## config.mk

```make
export PLATFORM = sky130hd
export DESIGN_NAME = task_table_scheduler_core
export DESIGN_NICKNAME = d
export VERILOG_FILES = /design/src/rtl/core/tts_pkg.sv /design/src/rtl/core/tts_slot_mem.sv /design/src/rtl/core/task_table_scheduler_core.sv
export VERILOG_INCLUDE_DIRS = /design/src /design/src/rtl/core
export SDC_FILE = /design/constraint.sdc
export NUM_CORES = 2
export LEC_CHECK = 0
export BUFFER_PORTS_ARGS = -buffer_cell sky130_fd_sc_hd__buf_2
export CORE_ASPECT_RATIO = 0.7
export CORE_MARGIN = 1
export CORE_UTILIZATION = 63
export DETAILED_ROUTE_END_ITERATION = 12
export GPL_ROUTABILITY_DRIVEN = 0
export PLACE_DENSITY_LB_ADDON = 0.2
export SLEW_MARGIN = 10
export SYNTH_ARGS = -nofsm -noshare
export SYNTH_HDL_FRONTEND = slang
export SYNTH_SLANG_ARGS = --single-unit
```

## constraint.sdc

```tcl
create_clock -name clock -period 8.7 [get_ports clock]
set_clock_uncertainty 0.1 [all_clocks]
set_input_delay 0.435 -clock clock [delete_from_list [all_inputs] [get_ports clock]]
set_output_delay 0.435 -clock clock [all_outputs]
set_load 0.02 [all_outputs]
```

## src/rtl/core/task_table_scheduler_core_defines.svh

```systemverilog
// Assertion macros shared by the scheduler core RTL.
`ifndef TASK_TABLE_SCHEDULER_CORE_DEFINES_SVH
`define TASK_TABLE_SCHEDULER_CORE_DEFINES_SVH

// Property that holds at every clock edge outside reset.
`define TTS_ASSERT_HOLDS(lbl, clk, rst, prop) \
   lbl: assert property (@(posedge clk) disable iff (rst) (prop)) \
      else $error("scheduler core check failed");

// Property checked as a non-overlapping implication from antecedent to consequent.
`define TTS_ASSERT_NEXT(lbl, clk, rst, ante, cons) \
   lbl: assert property (@(posedge clk) disable iff (rst) (ante) |=> (cons)) \
      else $error("scheduler core check failed");

`endif

```

## src/rtl/core/tts_pkg.sv

```systemverilog
// Types, codes and helpers of the task table scheduler core.
package tts_pkg;

   localparam int MAX_TASKS_DEF = 16;
   localparam int LIST_CAP      = 16;

   localparam logic [2:0] REQ_CREATE = 3'd0;
   localparam logic [2:0] REQ_SCHED  = 3'd1;
   localparam logic [2:0] REQ_EXIT   = 3'd2;
   localparam logic [2:0] REQ_KILL   = 3'd3;
   localparam logic [2:0] REQ_SET    = 3'd4;
   localparam logic [2:0] REQ_WAITIN = 3'd5;
   localparam logic [2:0] REQ_OTHER  = 3'd6;
   localparam logic [2:0] REQ_LIST   = 3'd7;

   localparam logic [2:0] STAT_OK       = 3'd0;
   localparam logic [2:0] STAT_NOTFOUND = 3'd1;
   localparam logic [2:0] STAT_IDZERO   = 3'd2;
   localparam logic [2:0] STAT_CURRENT  = 3'd3;
   localparam logic [2:0] STAT_FULL     = 3'd4;
   localparam logic [2:0] STAT_HALTED   = 3'd5;
   localparam logic [2:0] STAT_IDS_OUT  = 3'd6;

   localparam logic [2:0] RS_RUN    = 3'd0;
   localparam logic [2:0] RS_READY  = 3'd1;
   localparam logic [2:0] RS_WAIT   = 3'd2;
   localparam logic [2:0] RS_WAITIN = 3'd3;
   localparam logic [2:0] RS_TERM   = 3'd4;

   localparam logic [1:0] OS_RUN   = 2'd0;
   localparam logic [1:0] OS_READY = 2'd1;
   localparam logic [1:0] OS_WAIT  = 2'd2;
   localparam logic [1:0] OS_TERM  = 2'd3;

   typedef struct packed {
      logic [2:0]  req_type;
      logic [15:0] task_id;
      logic        task_type;
      logic [2:0]  new_state;
      logic [15:0] waiter_id;
      logic [6:0]  max_entries;
   } req_word_type;

   typedef struct packed {
      logic [2:0]  status;
      logic [15:0] result_id;
      logic        result_type;
      logic [1:0]  os_state;
      logic        answer_flag;
      logic [6:0]  live_count;
      logic        last;
   } rsp_word_type;

   function automatic logic [1:0] os_of(input logic [2:0] st);
      logic [1:0] r;
      case (st)
         RS_RUN:   r = OS_RUN;
         RS_READY: r = OS_READY;
         RS_TERM:  r = OS_TERM;
         default:  r = OS_WAIT;
      endcase
      return r;
   endfunction

   function automatic rsp_word_type mk_rsp(input logic [2:0] st, input logic [15:0] id,
                                           input logic usr, input logic [1:0] os,
                                           input logic flag, input logic lst);
      rsp_word_type r;
      r.status      = st;
      r.result_id   = id;
      r.result_type = usr;
      r.os_state    = os;
      r.answer_flag = flag;
      r.live_count  = '0;
      r.last        = lst;
      return r;
   endfunction

endpackage

```

## src/rtl/core/tts_slot_mem.sv

```systemverilog
// Slot table memory: bit-masked write port, registered read port.
module tts_slot_mem #(
   parameter int DEPTH = 16,
   parameter int WIDTH = 44
) (
   input  logic                     clock,
   input  logic                     rd_en,
   input  logic [$clog2(DEPTH)-1:0] rd_addr,
   output logic [WIDTH-1:0]         rd_data,
   input  logic                     wr_en,
   input  logic [$clog2(DEPTH)-1:0] wr_addr,
   input  logic [WIDTH-1:0]         wr_data,
   input  logic [WIDTH-1:0]         wr_mask
);

   logic [WIDTH-1:0] mem [DEPTH];

   always_ff @(posedge clock) begin
      if (wr_en) begin
         mem[wr_addr] <= (mem[wr_addr] & ~wr_mask) | (wr_data & wr_mask);
      end
      if (rd_en) begin
         rd_data <= mem[rd_addr];
      end
   end

endmodule

```

## src/rtl/core/task_table_scheduler_core.sv

```systemverilog
// Round-robin task table scheduler core: request sequencer over the slot memory.
//
// Takes one request at a time and answers with one result word (a list gives one
// word per entry). Tasks live in a circular list stored in a slot memory with one
// read and one write port; every list step is one memory read, one per cycle in
// the searches. Create into an empty table finishes at dispatch; otherwise it reads
// the head, then links the new slot behind the tail. Set state walks the list from
// the head to the task; kill does the same, may take another lap to wake the
// waiter, and then unlinks. Schedule reads the current task and walks the ring,
// unlinking and rereading first when the current task leaves; a list reads one
// entry per result word. Each result waits in the output register until taken;
// the next request is taken after the last result of the previous one.
// Slot occupancy lives in flip-flops, so no clearing pass follows reset.
`include "task_table_scheduler_core_defines.svh"

module task_table_scheduler_core #(
   parameter int MAX_TASKS = tts_pkg::MAX_TASKS_DEF
) (
   input  logic                  clock,
   input  logic                  reset,
   input  logic                  req_valid,
   output logic                  req_stall,
   input  tts_pkg::req_word_type req_word,
   output logic                  rsp_valid,
   input  logic                  rsp_stall,
   output tts_pkg::rsp_word_type rsp_word
);

   localparam int IW   = $clog2(MAX_TASKS);
   localparam int CW   = $clog2(MAX_TASKS + 1);
   localparam int NW   = $clog2(tts_pkg::LIST_CAP + 1);
   localparam int O_PRV = 0;
   localparam int O_NXT = IW;
   localparam int O_WT  = 2 * IW;
   localparam int O_USR = 2 * IW + 16;
   localparam int O_ST  = 2 * IW + 17;
   localparam int O_ID  = 2 * IW + 20;
   localparam int EW    = 2 * IW + 36;

   localparam logic [EW-1:0] M_PRV = EW'({IW{1'b1}}) << O_PRV;
   localparam logic [EW-1:0] M_NXT = EW'({IW{1'b1}}) << O_NXT;
   localparam logic [EW-1:0] M_WT  = EW'(16'hFFFF) << O_WT;
   localparam logic [EW-1:0] M_ST  = EW'(3'b111) << O_ST;

   typedef enum logic [17:0] {
      S_IDLE = 18'd1,     S_DISP = 18'd2,     S_CRH  = 18'd4,     S_CRP  = 18'd8,
      S_CRN  = 18'd16,    S_CUR  = 18'd32,    S_SCH  = 18'd64,    S_SFIN = 18'd128,
      S_ULK  = 18'd256,   S_ULN  = 18'd512,   S_RCUR = 18'd1024,  S_FIND = 18'd2048,
      S_FWT  = 18'd4096,  S_WIN  = 18'd8192,  S_OTC  = 18'd16384, S_OTH  = 18'd32768,
      S_LIST = 18'd65536, S_OUT  = 18'd131072
   } seq_state_type;

   seq_state_type         state_ff, state_in;
   tts_pkg::req_word_type rq_ff, rq_in;
   tts_pkg::rsp_word_type out_ff, out_in;
   logic [MAX_TASKS-1:0]  valid_ff, valid_in;
   logic [IW-1:0]         cur_ff, cur_in, head_ff, head_in;
   logic                  nonempty_ff, nonempty_in, halted_ff, halted_in;
   logic [16:0]           idc_ff, idc_in;
   logic [CW-1:0]         total_ff, total_in;
   logic                  more_ff, more_in, unl_ff, unl_in;
   logic [IW-1:0]         t_ff, t_in, u_ff, u_in, pp_ff, pp_in, sl_ff, sl_in;
   logic [EW-1:0]         ent_ff, ent_in;
   logic [15:0]           key_ff, key_in;
   logic [2:0]            cst_ff, cst_in;
   logic                  cusr_ff, cusr_in;
   logic [15:0]           cid_ff, cid_in;
   logic                  fu_ff, fu_in, fa_ff, fa_in, puu_ff, puu_in, pau_ff, pau_in;
   logic [IW-1:0]         pu_ff, pu_in, pa_ff, pa_in;
   logic [15:0]           puid_ff, puid_in, paid_ff, paid_in;
   logic [NW-1:0]         cnt_ff, cnt_in;

   logic                  mrd_en, mwr_en;
   logic [IW-1:0]         mrd_addr, mwr_addr;
   logic [EW-1:0]         mrd_data, mwr_data, mwr_mask;

   logic [15:0]           d_id, d_wt, e_wt;
   logic [2:0]            d_st;
   logic                  d_usr, e_usr;
   logic [IW-1:0]         d_nxt, e_nxt, e_prv;

   logic                  free_any;
   logic [IW-1:0]         free_slot;
   logic [6:0]            list_n;
   logic [IW-1:0]         pick_slot;
   logic [15:0]           pick_id;
   logic                  pick_usr;

   tts_slot_mem #(.DEPTH(MAX_TASKS), .WIDTH(EW)) u_slot_mem (
      .clock   (clock),
      .rd_en   (mrd_en),
      .rd_addr (mrd_addr),
      .rd_data (mrd_data),
      .wr_en   (mwr_en),
      .wr_addr (mwr_addr),
      .wr_data (mwr_data),
      .wr_mask (mwr_mask)
   );

   assign d_id  = mrd_data[O_ID +: 16];
   assign d_st  = mrd_data[O_ST +: 3];
   assign d_usr = mrd_data[O_USR];
   assign d_wt  = mrd_data[O_WT +: 16];
   assign d_nxt = mrd_data[O_NXT +: IW];
   assign e_usr = ent_ff[O_USR];
   assign e_wt  = ent_ff[O_WT +: 16];
   assign e_nxt = ent_ff[O_NXT +: IW];
   assign e_prv = ent_ff[O_PRV +: IW];

   assign req_stall = (state_ff != S_IDLE);
   assign rsp_valid = (state_ff == S_OUT);

   always_comb begin
      rsp_word            = out_ff;
      rsp_word.live_count = 7'(total_ff);
   end

   always_comb begin
      free_any  = 1'b0;
      free_slot = '0;
      for (int k = MAX_TASKS - 1; k >= 0; k--) begin
         if (!valid_ff[k]) begin
            free_any  = 1'b1;
            free_slot = IW'(k);
         end
      end
   end

   always_comb begin
      list_n = rq_ff.max_entries;
      if (list_n > 7'(total_ff)) begin
         list_n = 7'(total_ff);
      end
      if (list_n > 7'(tts_pkg::LIST_CAP)) begin
         list_n = 7'(tts_pkg::LIST_CAP);
      end
   end

   always_comb begin
      if (fu_ff) begin
         pick_slot = pu_ff;
         pick_id   = puid_ff;
         pick_usr  = puu_ff;
      end else if (cst_ff == tts_pkg::RS_READY && cusr_ff) begin
         pick_slot = cur_ff;
         pick_id   = cid_ff;
         pick_usr  = cusr_ff;
      end else if (fa_ff) begin
         pick_slot = pa_ff;
         pick_id   = paid_ff;
         pick_usr  = pau_ff;
      end else begin
         pick_slot = cur_ff;
         pick_id   = cid_ff;
         pick_usr  = cusr_ff;
      end
   end

   always_comb begin
      state_in    = state_ff;
      rq_in       = rq_ff;
      out_in      = out_ff;
      valid_in    = valid_ff;
      cur_in      = cur_ff;
      head_in     = head_ff;
      nonempty_in = nonempty_ff;
      halted_in   = halted_ff;
      idc_in      = idc_ff;
      total_in    = total_ff;
      more_in     = more_ff;
      unl_in      = unl_ff;
      t_in        = t_ff;
      u_in        = u_ff;
      pp_in       = pp_ff;
      sl_in       = sl_ff;
      ent_in      = ent_ff;
      key_in      = key_ff;
      cst_in      = cst_ff;
      cusr_in     = cusr_ff;
      cid_in      = cid_ff;
      fu_in       = fu_ff;
      fa_in       = fa_ff;
      pu_in       = pu_ff;
      pa_in       = pa_ff;
      puid_in     = puid_ff;
      paid_in     = paid_ff;
      puu_in      = puu_ff;
      pau_in      = pau_ff;
      cnt_in      = cnt_ff;
      mrd_en      = 1'b0;
      mrd_addr    = '0;
      mwr_en      = 1'b0;
      mwr_addr    = '0;
      mwr_data    = '0;
      mwr_mask    = '0;

      case (state_ff)
         S_IDLE: begin
            if (req_valid) begin
               rq_in    = req_word;
               state_in = S_DISP;
            end
         end

         S_DISP: begin
            state_in = S_OUT;
            out_in   = tts_pkg::mk_rsp(tts_pkg::STAT_NOTFOUND, '0, 1'b0, '0, 1'b0, 1'b1);
            if (halted_ff) begin
               out_in.status = tts_pkg::STAT_HALTED;
            end else begin
               case (rq_ff.req_type)
                  tts_pkg::REQ_CREATE: begin
                     if (idc_ff[16]) begin
                        out_in.status = tts_pkg::STAT_IDS_OUT;
                     end else if (!free_any) begin
                        out_in.status = tts_pkg::STAT_FULL;
                     end else if (!nonempty_ff) begin
                        mwr_en              = 1'b1;
                        mwr_addr            = free_slot;
                        mwr_mask            = '1;
                        mwr_data            = {idc_ff[15:0], tts_pkg::RS_RUN, rq_ff.task_type,
                                               16'h0000, free_slot, free_slot};
                        valid_in[free_slot] = 1'b1;
                        head_in             = free_slot;
                        cur_in              = free_slot;
                        nonempty_in         = 1'b1;
                        total_in            = total_ff + CW'(1);
                        idc_in              = idc_ff + 17'd1;
                        out_in = tts_pkg::mk_rsp(tts_pkg::STAT_OK, idc_ff[15:0],
                                                 rq_ff.task_type, tts_pkg::OS_RUN, 1'b0, 1'b1);
                     end else begin
                        sl_in    = free_slot;
                        mrd_en   = 1'b1;
                        mrd_addr = head_ff;
                        state_in = S_CRH;
                     end
                  end
                  tts_pkg::REQ_SCHED, tts_pkg::REQ_EXIT: begin
                     if (nonempty_ff) begin
                        unl_in   = 1'b0;
                        mrd_en   = 1'b1;
                        mrd_addr = cur_ff;
                        state_in = S_CUR;
                     end
                  end
                  tts_pkg::REQ_KILL, tts_pkg::REQ_SET: begin
                     if (rq_ff.req_type == tts_pkg::REQ_KILL && rq_ff.task_id == 16'h0000) begin
                        out_in.status = tts_pkg::STAT_IDZERO;
                     end else if (nonempty_ff) begin
                        key_in   = rq_ff.task_id;
                        mrd_en   = 1'b1;
                        mrd_addr = head_ff;
                        t_in     = head_ff;
                        state_in = S_FIND;
                     end
                  end
                  tts_pkg::REQ_WAITIN: begin
                     if (nonempty_ff) begin
                        mrd_en   = 1'b1;
                        mrd_addr = head_ff;
                        t_in     = head_ff;
                        state_in = S_WIN;
                     end
                  end
                  tts_pkg::REQ_OTHER: begin
                     out_in.status = tts_pkg::STAT_OK;
                     if (nonempty_ff) begin
                        mrd_en   = 1'b1;
                        mrd_addr = cur_ff;
                        state_in = S_OTC;
                     end
                  end
                  default: begin
                     if (nonempty_ff && list_n != 7'd0) begin
                        cnt_in   = NW'(list_n);
                        mrd_en   = 1'b1;
                        mrd_addr = head_ff;
                        t_in     = head_ff;
                        state_in = S_LIST;
                     end
                  end
               endcase
            end
         end

         S_CRH: begin
            pp_in    = mrd_data[O_PRV +: IW];
            mwr_en   = 1'b1;
            mwr_addr = head_ff;
            mwr_mask = M_PRV;
            mwr_data = EW'(sl_ff) << O_PRV;
            state_in = S_CRP;
         end

         S_CRP: begin
            mwr_en   = 1'b1;
            mwr_addr = pp_ff;
            mwr_mask = M_NXT;
            mwr_data = EW'(sl_ff) << O_NXT;
            state_in = S_CRN;
         end

         S_CRN: begin
            mwr_en          = 1'b1;
            mwr_addr        = sl_ff;
            mwr_mask        = '1;
            mwr_data        = {idc_ff[15:0], tts_pkg::RS_READY, rq_ff.task_type,
                               16'h0000, head_ff, pp_ff};
            valid_in[sl_ff] = 1'b1;
            total_in        = total_ff + CW'(1);
            idc_in          = idc_ff + 17'd1;
            out_in = tts_pkg::mk_rsp(tts_pkg::STAT_OK, idc_ff[15:0], rq_ff.task_type,
                                     tts_pkg::OS_READY, 1'b0, 1'b1);
            state_in = S_OUT;
         end

         S_CUR: begin
            if (!unl_ff && (rq_ff.req_type == tts_pkg::REQ_EXIT || d_st == tts_pkg::RS_TERM)) begin
               u_in     = cur_ff;
               ent_in   = mrd_data;
               state_in = S_ULK;
            end else begin
               cusr_in = d_usr;
               cid_in  = d_id;
               cst_in  = d_st;
               fu_in   = 1'b0;
               fa_in   = 1'b0;
               if (d_st == tts_pkg::RS_RUN) begin
                  cst_in   = tts_pkg::RS_READY;
                  mwr_en   = 1'b1;
                  mwr_addr = cur_ff;
                  mwr_mask = M_ST;
                  mwr_data = EW'(tts_pkg::RS_READY) << O_ST;
               end
               if (d_nxt == cur_ff) begin
                  state_in = S_SFIN;
               end else begin
                  mrd_en   = 1'b1;
                  mrd_addr = d_nxt;
                  t_in     = d_nxt;
                  state_in = S_SCH;
               end
            end
         end

         S_SCH: begin
            if (d_st == tts_pkg::RS_READY && d_usr && !fu_ff) begin
               fu_in   = 1'b1;
               pu_in   = t_ff;
               puid_in = d_id;
               puu_in  = d_usr;
            end
            if (d_st == tts_pkg::RS_READY && !fa_ff) begin
               fa_in   = 1'b1;
               pa_in   = t_ff;
               paid_in = d_id;
               pau_in  = d_usr;
            end
            if (d_nxt == cur_ff) begin
               state_in = S_SFIN;
            end else begin
               mrd_en   = 1'b1;
               mrd_addr = d_nxt;
               t_in     = d_nxt;
            end
         end

         S_SFIN: begin
            mwr_en   = 1'b1;
            mwr_addr = pick_slot;
            mwr_mask = M_ST;
            mwr_data = EW'(tts_pkg::RS_RUN) << O_ST;
            cur_in   = pick_slot;
            out_in   = tts_pkg::mk_rsp(tts_pkg::STAT_OK, pick_id, pick_usr, tts_pkg::OS_RUN,
                                       1'b0, 1'b1);
            state_in = S_OUT;
         end

         S_ULK: begin
            if (e_nxt == u_ff) begin
               valid_in[u_ff] = 1'b0;
               total_in       = total_ff - CW'(1);
               nonempty_in    = 1'b0;
               head_in        = '0;
               cur_in         = '0;
               state_in       = S_OUT;
               if (rq_ff.req_type == tts_pkg::REQ_KILL) begin
                  out_in = tts_pkg::mk_rsp(tts_pkg::STAT_OK, rq_ff.task_id, e_usr,
                                           tts_pkg::OS_TERM, 1'b0, 1'b1);
               end else begin
                  halted_in = 1'b1;
                  out_in    = tts_pkg::mk_rsp(tts_pkg::STAT_HALTED, '0, 1'b0, '0, 1'b0, 1'b1);
               end
            end else begin
               mwr_en   = 1'b1;
               mwr_addr = e_prv;
               mwr_mask = M_NXT;
               mwr_data = EW'(e_nxt) << O_NXT;
               state_in = S_ULN;
            end
         end

         S_ULN: begin
            mwr_en         = 1'b1;
            mwr_addr       = e_nxt;
            mwr_mask       = M_PRV;
            mwr_data       = EW'(e_prv) << O_PRV;
            valid_in[u_ff] = 1'b0;
            total_in       = total_ff - CW'(1);
            if (head_ff == u_ff) begin
               head_in = e_nxt;
            end
            if (cur_ff == u_ff) begin
               cur_in = e_nxt;
            end
            if (rq_ff.req_type == tts_pkg::REQ_KILL) begin
               out_in   = tts_pkg::mk_rsp(tts_pkg::STAT_OK, rq_ff.task_id, e_usr,
                                          tts_pkg::OS_TERM, 1'b0, 1'b1);
               state_in = S_OUT;
            end else begin
               unl_in   = 1'b1;
               state_in = S_RCUR;
            end
         end

         S_RCUR: begin
            mrd_en   = 1'b1;
            mrd_addr = cur_ff;
            state_in = S_CUR;
         end

         S_FIND: begin
            if (d_id == key_ff) begin
               state_in = S_OUT;
               if (rq_ff.req_type == tts_pkg::REQ_KILL) begin
                  if (t_ff == cur_ff) begin
                     out_in = tts_pkg::mk_rsp(tts_pkg::STAT_CURRENT, rq_ff.task_id, d_usr,
                                              tts_pkg::os_of(d_st), 1'b0, 1'b1);
                  end else begin
                     u_in   = t_ff;
                     ent_in = mrd_data;
                     if (d_wt != 16'h0000) begin
                        key_in   = d_wt;
                        mrd_en   = 1'b1;
                        mrd_addr = head_ff;
                        t_in     = head_ff;
                        state_in = S_FWT;
                     end else begin
                        state_in = S_ULK;
                     end
                  end
               end else if (rq_ff.new_state > tts_pkg::RS_TERM) begin
                  out_in = tts_pkg::mk_rsp(tts_pkg::STAT_NOTFOUND, '0, 1'b0, '0, 1'b0, 1'b1);
               end else begin
                  mwr_en   = 1'b1;
                  mwr_addr = t_ff;
                  mwr_mask = M_ST | M_WT;
                  mwr_data = (EW'(rq_ff.new_state) << O_ST) | (EW'(rq_ff.waiter_id) << O_WT);
                  out_in   = tts_pkg::mk_rsp(tts_pkg::STAT_OK, rq_ff.task_id, d_usr,
                                             tts_pkg::os_of(rq_ff.new_state), 1'b0, 1'b1);
               end
            end else if (d_nxt == head_ff) begin
               out_in   = tts_pkg::mk_rsp(tts_pkg::STAT_NOTFOUND, '0, 1'b0, '0, 1'b0, 1'b1);
               state_in = S_OUT;
            end else begin
               mrd_en   = 1'b1;
               mrd_addr = d_nxt;
               t_in     = d_nxt;
            end
         end

         S_FWT: begin
            if (d_id == e_wt) begin
               if (d_st == tts_pkg::RS_WAIT) begin
                  mwr_en   = 1'b1;
                  mwr_addr = t_ff;
                  mwr_mask = M_ST;
                  mwr_data = EW'(tts_pkg::RS_READY) << O_ST;
               end
               state_in = S_ULK;
            end else if (d_nxt == head_ff) begin
               state_in = S_ULK;
            end else begin
               mrd_en   = 1'b1;
               mrd_addr = d_nxt;
               t_in     = d_nxt;
            end
         end

         S_WIN: begin
            if (d_st == tts_pkg::RS_WAITIN) begin
               out_in   = tts_pkg::mk_rsp(tts_pkg::STAT_OK, d_id, d_usr, tts_pkg::OS_WAIT,
                                          1'b1, 1'b1);
               state_in = S_OUT;
            end else if (d_nxt == head_ff) begin
               out_in   = tts_pkg::mk_rsp(tts_pkg::STAT_NOTFOUND, '0, 1'b0, '0, 1'b0, 1'b1);
               state_in = S_OUT;
            end else begin
               mrd_en   = 1'b1;
               mrd_addr = d_nxt;
               t_in     = d_nxt;
            end
         end

         S_OTC: begin
            if (d_nxt == cur_ff) begin
               out_in   = tts_pkg::mk_rsp(tts_pkg::STAT_OK, '0, 1'b0, '0, 1'b0, 1'b1);
               state_in = S_OUT;
            end else begin
               mrd_en   = 1'b1;
               mrd_addr = d_nxt;
               state_in = S_OTH;
            end
         end

         S_OTH: begin
            if (d_usr && d_st == tts_pkg::RS_READY) begin
               out_in   = tts_pkg::mk_rsp(tts_pkg::STAT_OK, '0, 1'b0, '0, 1'b1, 1'b1);
               state_in = S_OUT;
            end else if (d_nxt == cur_ff) begin
               out_in   = tts_pkg::mk_rsp(tts_pkg::STAT_OK, '0, 1'b0, '0, 1'b0, 1'b1);
               state_in = S_OUT;
            end else begin
               mrd_en   = 1'b1;
               mrd_addr = d_nxt;
            end
         end

         S_LIST: begin
            out_in   = tts_pkg::mk_rsp(tts_pkg::STAT_OK, d_id, d_usr, tts_pkg::os_of(d_st),
                                       1'b0, cnt_ff == NW'(1));
            t_in     = d_nxt;
            cnt_in   = cnt_ff - NW'(1);
            more_in  = (cnt_ff != NW'(1));
            state_in = S_OUT;
         end

         S_OUT: begin
            if (!rsp_stall) begin
               if (more_ff) begin
                  mrd_en   = 1'b1;
                  mrd_addr = t_ff;
                  state_in = S_LIST;
               end else begin
                  state_in = S_IDLE;
               end
            end
         end

         default: begin
            state_in = S_IDLE;
         end
      endcase
   end

   always_ff @(posedge clock) begin
      if (reset) begin
         state_ff    <= S_IDLE;
         valid_ff    <= '0;
         cur_ff      <= '0;
         head_ff     <= '0;
         nonempty_ff <= 1'b0;
         halted_ff   <= 1'b0;
         idc_ff      <= '0;
         total_ff    <= '0;
         more_ff     <= 1'b0;
      end else begin
         state_ff    <= state_in;
         valid_ff    <= valid_in;
         cur_ff      <= cur_in;
         head_ff     <= head_in;
         nonempty_ff <= nonempty_in;
         halted_ff   <= halted_in;
         idc_ff      <= idc_in;
         total_ff    <= total_in;
         more_ff     <= more_in;
      end
   end

   always_ff @(posedge clock) begin
      rq_ff   <= rq_in;
      out_ff  <= out_in;
      unl_ff  <= unl_in;
      t_ff    <= t_in;
      u_ff    <= u_in;
      pp_ff   <= pp_in;
      sl_ff   <= sl_in;
      ent_ff  <= ent_in;
      key_ff  <= key_in;
      cst_ff  <= cst_in;
      cusr_ff <= cusr_in;
      cid_ff  <= cid_in;
      fu_ff   <= fu_in;
      fa_ff   <= fa_in;
      pu_ff   <= pu_in;
      pa_ff   <= pa_in;
      puid_ff <= puid_in;
      paid_ff <= paid_in;
      puu_ff  <= puu_in;
      pau_ff  <= pau_in;
      cnt_ff  <= cnt_in;
   end

   `TTS_ASSERT_HOLDS(a_total_matches_valid, clock, reset, $countones(valid_ff) == int'(total_ff))
   `TTS_ASSERT_HOLDS(a_nonempty_matches_total, clock, reset, nonempty_ff == (total_ff != '0))
   `TTS_ASSERT_HOLDS(a_current_is_live, clock, reset, !nonempty_ff || valid_ff[cur_ff])
   `TTS_ASSERT_NEXT(a_halt_sticky, clock, reset, halted_ff, halted_ff)

endmodule

```

# Word-level counts from Yosys, hierarchy flattened
# Memory sizes are Yosys's and may differ from the RTL's. A register that Yosys moved wholly into a read port is not among the register bits.
# Index checks and enable logic that the tools add are counted.
[word_totals]
inputBits = 50
register_bits = 271
memories = 1
ram_bits = 704
output_inout_bits = 33
wordCells = 499
latch_bits = 0
romBits = 0
[mem_list]
columns = ["memory", "depth", "word_bits", "read_ports", "rd_clocked_by_memory_dff", "write_ports", "line", "source"]
rows = [
  ["u_slot_mem.mem", 16, 44, 2, 1, 1, "tts_slot_mem.sv:16", "logic [WIDTH-1:0] mem [DEPTH];"],
]
[classes]
bitwise_logic = 13
mux = 287
eq_ne = 80
n_reduce_logical = 63
order_cmp = 9
n_shift = 0
div_mod_pow = 0
n_mul = 0
n_addsub = 4
[op_table]
columns = ["op", "count"]
rows = [
  ["44-bit one-hot mux with 9 select lines", 2],
  ["18-bit 2-to-1 mux", 25],
  ["44-bit 2-to-1 mux", 10],
  ["28-bit 2-to-1 mux", 14],
  ["31-bit 2-to-1 mux", 10],
  ["31-bit one-hot mux with 10 select lines", 1],
  ["4-bit 2-to-1 mux", 76],
  ["18-bit one-hot mux with 16 select lines", 1],
  ["16-bit 2-to-1 mux", 17],
  ["26-bit 2-to-1 mux", 4],
  ["17-bit 2-to-1 mux", 6],
  ["25-bit 2-to-1 mux", 4],
  ["18-bit one-hot mux with 5 select lines", 1],
  ["44-bit bitwise AND", 2],
  ["1-bit 2-to-1 mux", 67],
  ["16-bit one-hot mux with 4 select lines", 1],
  ["29-bit 2-to-1 mux", 2],
  ["2-bit != test (second input constant)", 28],
  ["25-bit one-hot mux with 2 select lines", 1],
  ["5-bit 2-to-1 mux", 9],
  ["44-bit NOT", 1],
  ["44-bit OR", 1],
  ["4-bit one-hot mux with 10 select lines", 1],
  ["4-bit one-hot mux with 9 select lines", 1],
  ["other kinds (89)", 171],
]

# Logic depth before layout (Yosys ltp)
[depth]
depth_word = 27
depth_mapped = 17
ltp_nobuf = 13

# Cells and area by module
# Synthesis repeated with hierarchy kept, for this count alone.
[hier_totals]
cells_unflattened = 3115
area_unflattened_um2 = 47858.4
[modules_own_cells]
columns = ["module", "cells_per_inst", "instances", "area_per_inst_um2", "seq_area_each_um2"]
rows = [
  ["tts_slot_mem", 1746, 1, 33923.8, 22461.5],
  ["task_table_scheduler_core", 1369, 1, 13934.6, 7257.0],
]

# Least setup slack after synthesis
# OpenSTA, ideal clock, no wires.
[synth_timing]
path_kind = "register -> register"
start = "reg u_ff[1]"
end = "mem u_slot_mem.mem[0][0] (enable)"
setup_ns = 0.512
required_time_ns = 8.088
path_slack_ns = 2.335
path_stages_with_launch = 12
period_less_slack_ns = 6.365
path_buffers = 4
arrival_time_ns = 5.753
path_cell_list = "edfxtp_1 -> buf_2 -> xor2_1 -> nor4_2 -> nor4_1 -> clkbuf_1 -> a221oi_1 -> nand4_1 -> buf_2 -> buf_1 -> or2_2 -> a211oi_1"
[synth_via]
elab_chain_cells = 5
elab_cells_between_ends = 7
cone_classes = "1 x eq/ne; 6 x mux"
[synth_lines]
columns = ["item", "line", "source"]
rows = [
  ["start, declared", "task_table_scheduler_core.sv:62", "logic [IW-1:0] t_ff, t_in, u_ff, u_in, pp_ff, pp_in, sl_ff, sl_in;"],
  ["start signal, assigned", "task_table_scheduler_core.sv:585", "u_ff <= u_in;"],
  ["4-bit equality test (*)", "task_table_scheduler_core.sv:380", "if (e_nxt == u_ff) begin"],
  ["1-bit 2-to-1 mux", "task_table_scheduler_core.sv:380", ""],
  ["1-bit one-hot mux with 6 select lines", "task_table_scheduler_core.sv:197", "case (state_ff)"],
  ["1-bit 2-to-1 mux", "tts_slot_mem.sv:19", "if (wr_en) begin"],
  ["1-bit 2-to-1 mux (implied by the code)", "tts_slot_mem.sv:20", "mem[wr_addr] <= (mem[wr_addr] & ~wr_mask) | (wr_data & wr_mask);"],
  ["end, declared", "tts_slot_mem.sv:16", ""],
]
# Mark *: on every way between the ends. The rest lies on a longest branch, timed or not.

# Worst setup path in the final report
[layout_timing]
start = "reg cst_ff[2]"
end = "mem u_slot_mem.mem[11][42] (data pin)"
[layout_via]
elab_chain_cells = 8
[layout_lines]
columns = ["item", "line", "source"]
rows = [
  ["start, declared", "task_table_scheduler_core.sv:65", "logic [2:0] cst_ff, cst_in;"],
  ["start signal, assigned", "task_table_scheduler_core.sv:590", "cst_ff <= cst_in;"],
  ["3-bit by 1-bit equality test with 1-bit output", "task_table_scheduler_core.sv:144", "end else if (cst_ff == tts_pkg::RS_READY && cusr_ff) begin"],
  ["1-bit logical AND", "task_table_scheduler_core.sv:144", ""],
  ["4-bit 2-to-1 mux", "task_table_scheduler_core.sv:144", ""],
  ["4-bit 2-to-1 mux", "task_table_scheduler_core.sv:140", "if (fu_ff) begin"],
  ["4-bit one-hot mux with 10 select lines", "task_table_scheduler_core.sv:197", ""],
  ["memory read 16 x 44 bit", "n/a", ""],
  ["44-bit bitwise AND", "tts_slot_mem.sv:20", ""],
  ["44-bit OR", "tts_slot_mem.sv:20", ""],
]
# No other way between the ends.

==> results_dict.tcl <==
set metrics [dict create \
    clock_sinks 1012 \
    max-slew-margin-rel_pct 2.79 \
    start_kind "flop" \
    async_reset_ff_share_pct 0 \
    dieWidth_um 338 \
    clk_path_buf_depth 3 \
    cellPowerDensity_nw_per_um2 176 \
    final_cell_mix "edfxtp_1, nand2_1, mux2i_1, nor2_1, a21oi_1" \
    worstHoldPathType "in2reg" \
    seq_area_frac_synth_pct 59.6 \
    design.die.area_um2 80300 \
    totalPowerFinal_uw 9710 \
    grt_pass1_wl_um 244000 \
    end_kind "flop" \
    post-cts-setup-buffers 0 \
    syn_area_per_cell_um2 11.9 \
    cts-resized-gates 0 \
    root_buffer "clkbuf_16" \
    cts.htree.levels 3 \
    vias_per_cell 7.36 \
    max_freq_ghz 0.147 \
    synth_ff_type "edfxtp_1" \
    p_sw_uw 2070 \
    port-buffer-count 80 \
    required_ns 8.96 \
    yosys_warnings 0 \
    yosysTopAreaCell "edfxtp_1" \
    seqCellArea_um2 29700 \
    cts_made_buffers 93 \
    grt_pass1_vias 37000 \
    ys_top_cells_by_area "edfxtp_1, nand2_1, mux2i_1" \
    clkLatencyLatePin_ns 0.71 \
    syn_area_um2 49900 \
    antenna_left 0 \
    failed_checks "DRC" \
    dieHeight_um 237 \
    tns_ns 0 \
    nFillCells 5345 \
    switching_share_pct 21.3 \
    status "finished, violations left" \
    grt_setup_unrepaired "false" \
    combPwrFrac_pct 1.9 \
    fin_crit_ns 6.80 \
    rows 85 \
    seq_power_share_pct 54.7 \
    drv_slew 0 \
    grt_max_degree 134 \
    tightest_slew_ns 1.45 \
    p_leak_uw 0.0185 \
    core_um2 77600 \
    cts_tree "built" \
    setup_viol 0 \
    cap_violations 0 \
    intPower_uw 7640 \
    vias 39500 \
    initial_utilization_pct 64.2 \
    syn_inst 4200 \
    drt-total-wl_um 169000 \
    post-dp-hpwl_um 104000 \
    drc 1 \
    fin_crit_sh_pct 78.2 \
    drive_gt1_share_pct 13.7 \
    final_common_cell "edfxtp_1" \
    clkTransAtPathRegs_ns 0.07 \
    dp_slack_ns 2.22 \
    grt_overflow_total 0 \
    grt_use_total_pct 41.4 \
    drtIter0Drc 7589 \
    critPathMaxFanout 21 \
    clockPowerShare_pct 43.4 \
    area_growth_pct 10.4 \
    multi_input_area_um2 19000 \
    setup_ws_ns 1.90 \
    io_pins 83 \
    yosysTopAreaCellShare_pct 56.9 \
    netlist-cell-type-count 104 \
    route.detailed.wl_per_inst_um 31.5 \
    antenna_found_initial 1 \
    drt-pass1-iter-count 13 \
    finalHoldViolations 0 \
    ir_drop_mv 0.187 \
    worstSetupPathType "reg2reg" \
    ys_seq_elements 1012 \
    synth-edff-count 945 \
    crit_arrival_ns 7.06 \
    final_nets 4301 \
]
[power by group through the flow]
stage               clock network [uW]  logic (uW)  registers [uW]
floorplan                            0        99.4            5400
global placement                     0         157            5420
detailed placement                   0         159            5420
CTS                               4190         177            5310
global route                      4390         195            5310
finish                            4210         187            5310
[registers in the layout (all words and copies together), names as in the netlist, 17 cells and up]
name                cells
u_slot_mem.mem        704
rq_ff                  46
u_slot_mem.rd_data     44
ent_ff                 25
rsp_word               24
state_ff               18
idc_ff                 17
[synth_stat cells (67+ instances only)]
library cell / number
nor3_1: 102
buf_2: 73
a21oi_1: 181
clkbuf_1: 150
edfxtp_1: 945
o21ai_0: 160
nand3_1: 142
dfxtp_1: 67
nand2_1: 757
a211oi_1: 68
mux2_2: 88
a221oi_1: 102
nor2_1: 198
mux2i_1: 207
[path summary, 6_finish.rpt]
kind	endpoint	cells after the start	startpoint	slack, ns
setup / recovery	u_slot_mem.mem[11][42]	11	cst_ff[2]	1.90
hold / removal	total_ff[0]	3	reset	0.32
setup reg to reg	u_slot_mem.mem[11][42]	11	cst_ff[2]	1.90
hold reg to reg	ent_ff[0]	0	u_slot_mem.rd_data[0]	0.37
[layout make-up]
| type | count | share of cell area, % |
|---|---|---|
| flip-flops and latches | 1012 | 54.0 |
| multi-input cells | 2870 | 34.5 |
| clock buffers | 113 | 4.51 |
| repair buffers | 228 | 3.24 |
| well taps | 1044 | 2.37 |
| clock inverters | 61 | 1.13 |
| inverters | 34 | 0.232 |
| diodes | 1 | 0.00455 |
[layer usage]
layer / part of all wire [%] / vias to the layer above / GRT usage (%)
li1: - / 16200 / -
met3: 18 / 661 / 15.8
met4: 5.8 / 0 / 20.2
met5: 0 / - / 0
met1: 36 / 18800 / 57.9
met2: 40 / 3820 / 56.8
[critical path, stage by stage, from the launching register on]
cell and delay, ns:
edfxtp_1 0.42, nand4bb_1 1.03, a31oi_1 0.60, nand2_1 0.13
a22o_1 0.22, a2111oi_1 0.88, o211a_1 0.84, nand2_1 0.85
a21oi_1 0.38, nor3_1 0.09, o211a_1 0.14, a21oi_1 0.76
[repair_timing]
action	in CTS	in global routing
hold buffers	48	0
hold endpoints to repair	48	0
endpoints found under the setup margin	0	0
[through the flow]
step	hold slack (ns)	instances	area, um^2	utilization (%)
finish	0.323	5363	55000	70.9
floorplan	0.321	4201	49900	-
CTS	0.273	5362	55000	70.9
global route	0.312	5363	55000	70.9
detailed placement	0.356	5140	51500	66.3
global placement	0.357	5140	51500	66.3
[logic make-up after synthesis]
group           synth area share (%)
compound gates                  12.3
other cells                  0.00752
flops                           59.6
mux                             9.12
xor+xnor                        1.44
fa+ha+maj                      0.316
simple gates                    14.2
buf+inv                         2.97
No activity file was read; power rests on OpenSTA's default activity.
